File: src/design/b64d_pkg.sv
`timescale 1ns / 1ps
`default_nettype none
// ----------------------------------------------------------------------------
// Base64 stream decoder package
// Shared constants, types and the alphabet lookup for the decoder.
// ----------------------------------------------------------------------------
package b64d_pkg;

  localparam logic [7:0] PAD_CHAR   = 8'h3D;
  localparam logic [1:0] MAX_PADS   = 2'd2;
  localparam int unsigned FIFO_DEPTH = 4;
  localparam int unsigned FIFO_AW    = $clog2(FIFO_DEPTH);

  // Result kind codes as they appear on the output channel.
  localparam logic ITEM_DATA   = 1'b0;
  localparam logic ITEM_STATUS = 1'b1;

  // One queue entry holds every result that a single character causes.
  typedef struct packed {
    logic       has_data;
    logic [7:0] data_byte;
    logic       has_status;
    logic       invalid;
  } entry_t;

  typedef struct packed {
    logic       hit;
    logic [5:0] value;
  } sextet_t;

  // Maps a character to its 6-bit value; hit is low outside the alphabet.
  function automatic sextet_t sextet_of(input logic [7:0] c);
    sextet_t r;
    r.hit   = 1'b1;
    r.value = '0;
    priority if (c >= 8'h41 && c <= 8'h5A) begin
      r.value = 6'(c - 8'h41);
    end else if (c >= 8'h61 && c <= 8'h7A) begin
      r.value = 6'(c - 8'h61 + 8'd26);
    end else if (c >= 8'h30 && c <= 8'h39) begin
      r.value = 6'(c - 8'h30 + 8'd52);
    end else if (c == 8'h2B) begin
      r.value = 6'd62;
    end else if (c == 8'h2F) begin
      r.value = 6'd63;
    end else begin
      r.hit = 1'b0;
    end
    return r;
  endfunction

endpackage
`default_nettype wire

File: src/design/b64d_in_if.sv
`timescale 1ns / 1ps
`default_nettype none
// ----------------------------------------------------------------------------
// Base64 decoder input channel
// Valid/ready channel that carries one text character per transaction.
// ----------------------------------------------------------------------------
interface b64d_in_if;
  logic       valid;
  logic       ready;
  logic [7:0] text_char;
  logic       end_of_text;

  modport source (output valid, output text_char, output end_of_text, input ready);
  modport sink   (input valid, input text_char, input end_of_text, output ready);
endinterface
`default_nettype wire

File: src/design/b64d_out_if.sv
`timescale 1ns / 1ps
`default_nettype none
// ----------------------------------------------------------------------------
// Base64 decoder output channel
// Valid/ready channel that carries one data byte or one status per transaction.
// ----------------------------------------------------------------------------
interface b64d_out_if;
  logic       valid;
  logic       ready;
  logic       item_kind;
  logic [7:0] data_byte;
  logic       invalid;
  logic       last_result;

  modport source (output valid, output item_kind, output data_byte, output invalid,
                  output last_result, input ready);
  modport sink   (input valid, input item_kind, input data_byte, input invalid,
                  input last_result, output ready);
endinterface
`default_nettype wire

File: src/design/b64d_front.sv
`timescale 1ns / 1ps
`default_nettype none
// ----------------------------------------------------------------------------
// Base64 decoder front end
// Accepts characters, classifies them and keeps the per-message state.
// ----------------------------------------------------------------------------
module b64d_front (
  input  wire logic            clk_i,
  input  wire logic            rst_ni,
  input  wire logic            valid_i,
  output logic                 ready_o,
  input  wire logic [7:0]      text_char_i,
  input  wire logic            end_of_text_i,
  input  wire logic            full_i,
  output logic                 push_o,
  output b64d_pkg::entry_t     entry_o
);

  logic [11:0] acc_q, acc_d;
  logic [2:0]  pend_q, pend_d;
  logic [1:0]  cnt_q, cnt_d;
  logic [1:0]  pad_q, pad_d;
  logic        err_q, err_d;

  logic                accept;
  b64d_pkg::sextet_t   sx;
  logic [3:0]          pend_sum;
  logic [11:0]         acc_new;
  logic                emit;
  logic [7:0]          byte_val;

  assign ready_o = !full_i;
  assign accept  = valid_i && ready_o;
  assign sx      = b64d_pkg::sextet_of(text_char_i);
  assign acc_new = {acc_q[5:0], sx.value};
  assign pend_sum = {1'b0, pend_q} + 4'd6;

  // The byte sits above the bits that remain pending after it.
  always_comb begin
    unique case (pend_sum[2:1])
      2'd1:    byte_val = acc_new[9:2];
      2'd2:    byte_val = acc_new[11:4];
      default: byte_val = acc_new[7:0];
    endcase
  end

  always_comb begin
    acc_d  = acc_q;
    pend_d = pend_q;
    cnt_d  = cnt_q;
    pad_d  = pad_q;
    err_d  = err_q;
    emit   = 1'b0;
    if (text_char_i == b64d_pkg::PAD_CHAR) begin
      if (pad_q != 2'd3) pad_d = pad_q + 2'd1;
    end else if (!sx.hit || pad_q != 2'd0) begin
      err_d = 1'b1;
    end else begin
      acc_d  = acc_new;
      pend_d = pend_sum[2:0];
      cnt_d  = cnt_q + 2'd1;
      emit   = pend_sum[3] && !err_q;
    end
  end

  always_comb begin
    entry_o.has_data   = emit;
    entry_o.data_byte  = byte_val;
    entry_o.has_status = end_of_text_i;
    entry_o.invalid    = err_d || (pad_d > b64d_pkg::MAX_PADS) || (cnt_d == 2'd1);
  end

  assign push_o = accept && (emit || end_of_text_i);

  always_ff @(posedge clk_i or negedge rst_ni) begin
    if (!rst_ni) begin
      acc_q  <= '0;
      pend_q <= '0;
      cnt_q  <= '0;
      pad_q  <= '0;
      err_q  <= 1'b0;
    end else if (accept) begin
      if (end_of_text_i) begin
        acc_q  <= '0;
        pend_q <= '0;
        cnt_q  <= '0;
        pad_q  <= '0;
        err_q  <= 1'b0;
      end else begin
        acc_q  <= acc_d;
        pend_q <= pend_d;
        cnt_q  <= cnt_d;
        pad_q  <= pad_d;
        err_q  <= err_d;
      end
    end
  end

  a_clear_after_last: assert property (@(posedge clk_i) disable iff (!rst_ni)
    accept && end_of_text_i |=> pend_q == 3'd0 && cnt_q == 2'd0 && pad_q == 2'd0 && !err_q)
    else $error("message state not cleared after last character");

  a_pending_even: assert property (@(posedge clk_i) disable iff (!rst_ni)
    !pend_q[0] && pend_q != 3'd7)
    else $error("pending bit count out of range");

endmodule
`default_nettype wire

File: src/design/b64d_fifo.sv
`timescale 1ns / 1ps
`default_nettype none
// ----------------------------------------------------------------------------
// Base64 decoder result queue
// Short queue of result entries between the front end and the back end.
// ----------------------------------------------------------------------------
module b64d_fifo (
  input  wire logic              clk_i,
  input  wire logic              rst_ni,
  input  wire logic              push_i,
  input  wire b64d_pkg::entry_t  wdata_i,
  output logic                   full_o,
  input  wire logic              pop_i,
  output logic                   empty_o,
  output b64d_pkg::entry_t       rdata_o
);

  localparam int unsigned AW = b64d_pkg::FIFO_AW;
  localparam int unsigned CW = b64d_pkg::FIFO_AW + 1;

  b64d_pkg::entry_t               mem_q [b64d_pkg::FIFO_DEPTH];
  logic [b64d_pkg::FIFO_AW-1:0]   wptr_q, rptr_q;
  logic [CW-1:0]                  count_q;

  assign full_o  = count_q == CW'(b64d_pkg::FIFO_DEPTH);
  assign empty_o = count_q == '0;
  assign rdata_o = mem_q[rptr_q];

  always_ff @(posedge clk_i) begin
    if (push_i) mem_q[wptr_q] <= wdata_i;
  end

  always_ff @(posedge clk_i or negedge rst_ni) begin
    if (!rst_ni) begin
      wptr_q  <= '0;
      rptr_q  <= '0;
      count_q <= '0;
    end else begin
      if (push_i) wptr_q <= wptr_q + AW'(1);
      if (pop_i)  rptr_q <= rptr_q + AW'(1);
      if (push_i && !pop_i)      count_q <= count_q + CW'(1);
      else if (pop_i && !push_i) count_q <= count_q - CW'(1);
    end
  end

  a_no_overflow: assert property (@(posedge clk_i) disable iff (!rst_ni)
    push_i |-> !full_o)
    else $error("push into full result queue");

  a_no_underflow: assert property (@(posedge clk_i) disable iff (!rst_ni)
    pop_i |-> !empty_o)
    else $error("pop from empty result queue");

endmodule
`default_nettype wire

File: src/design/b64d_back.sv
`timescale 1ns / 1ps
`default_nettype none
// ----------------------------------------------------------------------------
// Base64 decoder back end
// Expands queue entries into data and status results on a registered output.
// ----------------------------------------------------------------------------
module b64d_back (
  input  wire logic              clk_i,
  input  wire logic              rst_ni,
  input  wire logic              empty_i,
  input  wire b64d_pkg::entry_t  head_i,
  output logic                   pop_o,
  output logic                   valid_o,
  input  wire logic              ready_i,
  output logic                   item_kind_o,
  output logic [7:0]             data_byte_o,
  output logic                   invalid_o,
  output logic                   last_result_o
);

  logic       out_valid_q;
  logic       kind_q;
  logic [7:0] byte_q;
  logic       inv_q;
  logic       phase_q, phase_d;
  logic       load;
  logic       sel_status;

  // phase_q is set once the data byte of a two-result entry has been loaded into the output register.
  assign sel_status = !head_i.has_data || phase_q;
  assign load       = !empty_i && (!out_valid_q || ready_i);
  assign pop_o      = load && (sel_status || !head_i.has_status);

  always_comb begin
    phase_d = phase_q;
    if (load && !sel_status && head_i.has_status) phase_d = 1'b1;
    else if (pop_o)                               phase_d = 1'b0;
  end

  always_ff @(posedge clk_i or negedge rst_ni) begin
    if (!rst_ni) begin
      out_valid_q <= 1'b0;
      phase_q     <= 1'b0;
    end else begin
      phase_q <= phase_d;
      if (load)         out_valid_q <= 1'b1;
      else if (ready_i) out_valid_q <= 1'b0;
    end
  end

  always_ff @(posedge clk_i) begin
    if (load) begin
      if (sel_status) begin
        kind_q <= b64d_pkg::ITEM_STATUS;
        byte_q <= '0;
        inv_q  <= head_i.invalid;
      end else begin
        kind_q <= b64d_pkg::ITEM_DATA;
        byte_q <= head_i.data_byte;
        inv_q  <= 1'b0;
      end
    end
  end

  assign valid_o       = out_valid_q;
  assign item_kind_o   = kind_q;
  assign data_byte_o   = byte_q;
  assign invalid_o     = inv_q;
  assign last_result_o = kind_q == b64d_pkg::ITEM_STATUS;

  a_phase_on_pair: assert property (@(posedge clk_i) disable iff (!rst_ni)
    phase_q |-> !empty_i && head_i.has_data && head_i.has_status)
    else $error("status phase without a two-result entry at the head");

  a_data_valid_clean: assert property (@(posedge clk_i) disable iff (!rst_ni)
    out_valid_q && kind_q == b64d_pkg::ITEM_DATA |-> !inv_q)
    else $error("data result carries an invalid flag");

endmodule
`default_nettype wire

File: src/design/base64_stream_decoder.sv
`timescale 1ns / 1ps
`default_nettype none
// ----------------------------------------------------------------------------
// Base64 stream decoder
// Decodes standard-alphabet base64 text, one character per transaction.
// ----------------------------------------------------------------------------
//  Channel  Direction  Payload                                        Handshake
//  in_ch    sink       text_char[7:0], end_of_text                    valid/ready
//  out_ch   source     item_kind, data_byte[7:0], invalid, last_result valid/ready
//
//  One character is accepted per cycle; the front end's state update is the
//  per-character path. A character with a byte and a status gives two
//  results, the byte first and then the status. The first result of a
//  character passes the queue write, then the output register, before it is
//  valid. Input stalls only when the four-entry result queue is full.
//  Reset is asynchronous and clears all message state; no clearing pass.
// ----------------------------------------------------------------------------
module base64_stream_decoder (
  input  wire logic clk_i,
  input  wire logic rst_ni,
  b64d_in_if.sink   in_ch,
  b64d_out_if.source out_ch
);

  logic             full;
  logic             empty;
  logic             push;
  logic             pop;
  b64d_pkg::entry_t wentry;
  b64d_pkg::entry_t head;

  b64d_front u_front (
    .clk_i         (clk_i),
    .rst_ni        (rst_ni),
    .valid_i       (in_ch.valid),
    .ready_o       (in_ch.ready),
    .text_char_i   (in_ch.text_char),
    .end_of_text_i (in_ch.end_of_text),
    .full_i        (full),
    .push_o        (push),
    .entry_o       (wentry)
  );

  b64d_fifo u_fifo (
    .clk_i   (clk_i),
    .rst_ni  (rst_ni),
    .push_i  (push),
    .wdata_i (wentry),
    .full_o  (full),
    .pop_i   (pop),
    .empty_o (empty),
    .rdata_o (head)
  );

  b64d_back u_back (
    .clk_i         (clk_i),
    .rst_ni        (rst_ni),
    .empty_i       (empty),
    .head_i        (head),
    .pop_o         (pop),
    .valid_o       (out_ch.valid),
    .ready_i       (out_ch.ready),
    .item_kind_o   (out_ch.item_kind),
    .data_byte_o   (out_ch.data_byte),
    .invalid_o     (out_ch.invalid),
    .last_result_o (out_ch.last_result)
  );

endmodule
`default_nettype wire
File: src/flat_wrapper.sv
// flat-port wrapper written by rule: the top's interface ports become plain ports
module base64_stream_decoder_flat 
  (clk_i, rst_ni, in_ch_valid, in_ch_text_char, in_ch_end_of_text, in_ch_ready, out_ch_valid, out_ch_item_kind, out_ch_data_byte, out_ch_invalid, out_ch_last_result, out_ch_ready);
  b64d_in_if in_ch_i ();
  b64d_out_if out_ch_i ();
  input  wire logic clk_i;
  input  wire logic rst_ni;
  input wire logic [$bits(in_ch_i.valid)-1:0] in_ch_valid;
  input wire logic [$bits(in_ch_i.text_char)-1:0] in_ch_text_char;
  input wire logic [$bits(in_ch_i.end_of_text)-1:0] in_ch_end_of_text;
  output wire logic [$bits(in_ch_i.ready)-1:0] in_ch_ready;
  output wire logic [$bits(out_ch_i.valid)-1:0] out_ch_valid;
  output wire logic [$bits(out_ch_i.item_kind)-1:0] out_ch_item_kind;
  output wire logic [$bits(out_ch_i.data_byte)-1:0] out_ch_data_byte;
  output wire logic [$bits(out_ch_i.invalid)-1:0] out_ch_invalid;
  output wire logic [$bits(out_ch_i.last_result)-1:0] out_ch_last_result;
  input wire logic [$bits(out_ch_i.ready)-1:0] out_ch_ready;
  assign in_ch_i.valid = in_ch_valid;
  assign in_ch_i.text_char = in_ch_text_char;
  assign in_ch_i.end_of_text = in_ch_end_of_text;
  assign in_ch_ready = in_ch_i.ready;
  assign out_ch_valid = out_ch_i.valid;
  assign out_ch_item_kind = out_ch_i.item_kind;
  assign out_ch_data_byte = out_ch_i.data_byte;
  assign out_ch_invalid = out_ch_i.invalid;
  assign out_ch_last_result = out_ch_i.last_result;
  assign out_ch_i.ready = out_ch_ready;
  base64_stream_decoder u_core (.clk_i(clk_i), .rst_ni(rst_ni), .in_ch(in_ch_i), .out_ch(out_ch_i));
endmodule
File: config.mk
export PLATFORM = sky130hd
export DESIGN_NAME = base64_stream_decoder_flat
export DESIGN_NICKNAME = d
export VERILOG_FILES = /design/src/design/b64d_pkg.sv /design/src/design/b64d_in_if.sv /design/src/design/b64d_out_if.sv /design/src/design/b64d_front.sv /design/src/design/b64d_fifo.sv /design/src/design/b64d_back.sv /design/src/design/base64_stream_decoder.sv /design/src/flat_wrapper.sv
export SDC_FILE = /design/constraint.sdc
export NUM_CORES = 1
export LEC_CHECK = 0
export BUFFER_PORTS_ARGS = -buffer_cell sky130_fd_sc_hd__buf_2
export CAP_MARGIN = 10
export CORE_ASPECT_RATIO = 0.7
export CORE_MARGIN = 10
export CORE_UTILIZATION = 63
export CTS_BUF_LIST = sky130_fd_sc_hd__clkbuf_4
export DETAILED_ROUTE_END_ITERATION = 8
export PLACE_DENSITY = 0.82
export SLEW_MARGIN = 5
export SYNTH_ARGS = -nofsm -noshare
export SYNTH_HDL_FRONTEND = slang
export SYNTH_SLANG_ARGS = --single-unit
File: constraint.sdc
create_clock -name clk_i -period 2.8 [get_ports clk_i]
set_input_delay 0.14 -clock clk_i [delete_from_list [all_inputs] [get_ports clk_i]]
set_output_delay 0.14 -clock clk_i [all_outputs]
set_load 0.005 [all_outputs]
==> metrics.csv <==
metric,value,unit
outcome,completed,
rsz0062_at_grt,false,
ios,26,
synth_fp_nets,339,
die_y,86.1,um
worst_pin_slew,0.521,ns
first_pass_iters,5,
fin_cells,434,
std_cell_rows,23,
port_buffers,25,
maxCapViolCount,0,
crit_chain,"buf_2, inv_1, ha_1, a21o_2, nand2_2, o311a_4, nor2_1, o22ai_2, ha_1, inv_1, fa_1, mux2_2",
cts_buffers,9,
drcViolationCount,0,
syn_area,3930,sq um
die-width,114,um
drtIter0Drc,257,
postRouteAntennaNets,0,
min_period,2.34,ns
fin_setup_tns,0,ns
critPathKind,primary input to register,
nFillCells,364,
cp.arrival,2.65,ns
ys_seq_area_share,55.2,%
clkSinkCount,76,
finalCritPeriodShare,83.4,%
grt_pass1_wl,13.5,mm
peakVddDrop,488,uV
timing.final.max_slew_violations,0,
synth_top_cell_area_share,41.2,%
synth_area_leaders,"edfxtp_1 41%, dfrtp_1 14%, mux4_2 6.3%",
synth_edf_count,54,
multi_input_area,1600,sq um
cp_max_fo,9,
clockRootBuffer,clkbuf_4,
cpMaxStageDelayCell,o311a_4,
worst_path_largest_cell_delay,0.41,ns
holdPathStages,2,
p_leak,1.73,nW
clk_path_buf_depth,2,
clock_latency,0.42,ns
total_power,3.78,mW
worst_setup_path_end_kind,register,
clock_skew,0.0104,ns
num_vias,2679,
synth_warnings,0,
postSynth.asyncResetShare,28.9,%
dp.cells,416,
maxSlewHeadroom,65.3,%
synthCells,308,
syn_to_final_growth,12.5,%
drt-wirelength-per-cell,18.7,um
regArea,2170,sq um
grt_pass1_vias,2666,
diodes,0,
fmax,428,MHz
min_path_type,primary input to register,
gp_congestion,0.977,
synth.avg_cell_area,12.8,sq um
grt_max_degree,23,
core_area,5900,sq um
grt_overflow,0,
hpwl,6.18,mm
synth_largest_area_cell,edfxtp_1,
drt-total-wl,8.14,mm
grt_util_all_layers,17.3,%
p_per_area,854,nW/um^2
tritoncts,yes,
nets,385,
postCtsSetupBuffers,0,
hold_viol,0,
antenna_found_initial,0,
ys_ff_latch,76,
start_kind,primary input,
cts.htree.levels,3,
clk_pin_slew,0.12,ns
finalSetupViolations,0,
critPathRequiredTime,3.12,ns
start_util,66.7,%
synth-main-ff-cell,edfxtp_1,
ys_types,64,
via_per_inst,6.17,
dieArea,9850,sq um
reg2reg_depth,7,
layout-drive-gt1-share,25.3,%
-- metrics by stage --
stage	setup slack, ns	hold slack [ns]	util, %	instance area, sq um
after floorplan	0.241	-0.156	-	3930
after global placement	0.159	0.148	71.7	4230
after detailed placement	0.0304	0.139	71.7	4230
after CTS	0.449	0.0364	75.0	4420
after global routing	0.336	0.0558	75.0	4420
final	0.464	0.0587	75.0	4420
-- layout make-up --
cell class	count	area share, %
clock buffer	10	1.70
clock inverter	6	2.15
inverter	20	1.70
multi-input combinational	198	36.2
sequential	76	49.1
tap	75	2.12
timing repair buffer	49	7.02
-- state kept, by name, summed over array words and instances (netlist names) --
signal and flops:
u_core.u_back.data_byte_o 8, u_core.u_back.invalid_o 1, u_core.u_back.item_kind_o 1, u_core.u_back.phase_q 1, u_core.u_back.valid_o 1, u_core.u_fifo.count_q 3, u_core.u_fifo.mem_q 44, u_core.u_fifo.rptr_q 2
u_core.u_fifo.wptr_q 2, u_core.u_front.acc_q 6, u_core.u_front.cnt_q 2, u_core.u_front.err_q 1, u_core.u_front.pad_q 2, u_core.u_front.pend_q 2
-- worst max-delay path, delay by kind of cell --
kind	cells	cell delay, ns
compound gates	3	0.71
simple gates	2	0.23
buf+inv	3	0.36
mux	1	0.27
fa+ha+maj	3	0.94
-- power by group --
part / switching (mW) / total (mW) / internal, mW
combinational: 0.667 / 1.26 / 0.595
clock: 0.383 / 0.764 / 0.381
sequential: 0.182 / 1.75 / 1.57
total: 1.23 / 3.78 / 2.55
-- timing repair --
item,4_1_cts,5_1_grt
hold buffers,2,0
gates resized for setup,0,0
endpoints found under the setup margin,0,0
endpoints found under the hold margin,23,0
-- cell usage after synthesis (all sizes together) (5+ instances only) --
cell / instances
dfrtp: 22
clkbuf: 7
nand3: 12
a22oi: 5
nor2: 18
o221ai: 6
mux4: 11
edfxtp: 54
ha: 17
o21ai: 11
a21oi: 12
and2: 10
nor2b: 12
buf: 7
nor3: 6
nand2: 19
a31oi: 6
inv: 20
-- kinds of logic (layout without fill, tap and decap cells) --
kind of cell	count (synthesis)	count (layout)	share of synthesized area, %
buffers and inverters	34	85	4.04
muxes	14	14	7.13
and+or+nand+nor	92	92	12.9
xor gates and xnor gates	7	7	1.56
adders and majority gates	18	18	5.92
DFF	76	76	55.2
AOI/OAI and AO/OA	67	67	13.2
-- path summary, 6_finish.rpt --
path | from | endpoint | slack [ns]
max | in_ch_text_char[2] | u_core.u_fifo.count_q[1]$_DFFE_PN0P_ | 0.46
min | in_ch_end_of_text | u_core.u_front.pad_q[1]$_DFFE_PN0P_ | 0.06
max reg2reg | u_core.u_fifo.rptr_q[0]$_DFFE_PN0P_ | u_core.u_fifo.count_q[1]$_DFFE_PN0P_ | 0.47
min reg2reg | u_core.u_fifo.count_q[2]$_DFFE_PN0P_ | u_core.u_fifo.count_q[2]$_DFFE_PN0P_ | 0.51
max in group asynchronous | rst_ni | u_core.u_front.acc_q[2]$_DFFE_PN0P_ | 2.23
min in group asynchronous | rst_ni | u_core.u_fifo.rptr_q[1]$_DFFE_PN0P_ | 0.21
-- cells in the final DEF (no fill, tap or decap), drive strengths merged, types with 3 or more instances in the layout --
master	instances
a31oi	6
nand2	19
nand3	12
ha	17
clkbuf	10
nand2b	4
inv	22
o21a	3
edfxtp	54
o211ai	3
o311ai	4
xnor2	3
nor3	6
buf	47
nor2b	12
nor2	18
o21ai	11
xor2	4
and3	3
a21oi	12
and2	10
a22oi	5
mux4	11
dfrtp	22
o221ai	6
-- routing by layer --
layer	wire length (um)	track usage, %	vias up
met2	3740	26.5	124
met3	678	4.87	7
li1	-	-	1251
met1	3660	23.2	1297
met5	0	0	-
met4	59	5.56	0
Power figures use the tool's default switching activity.
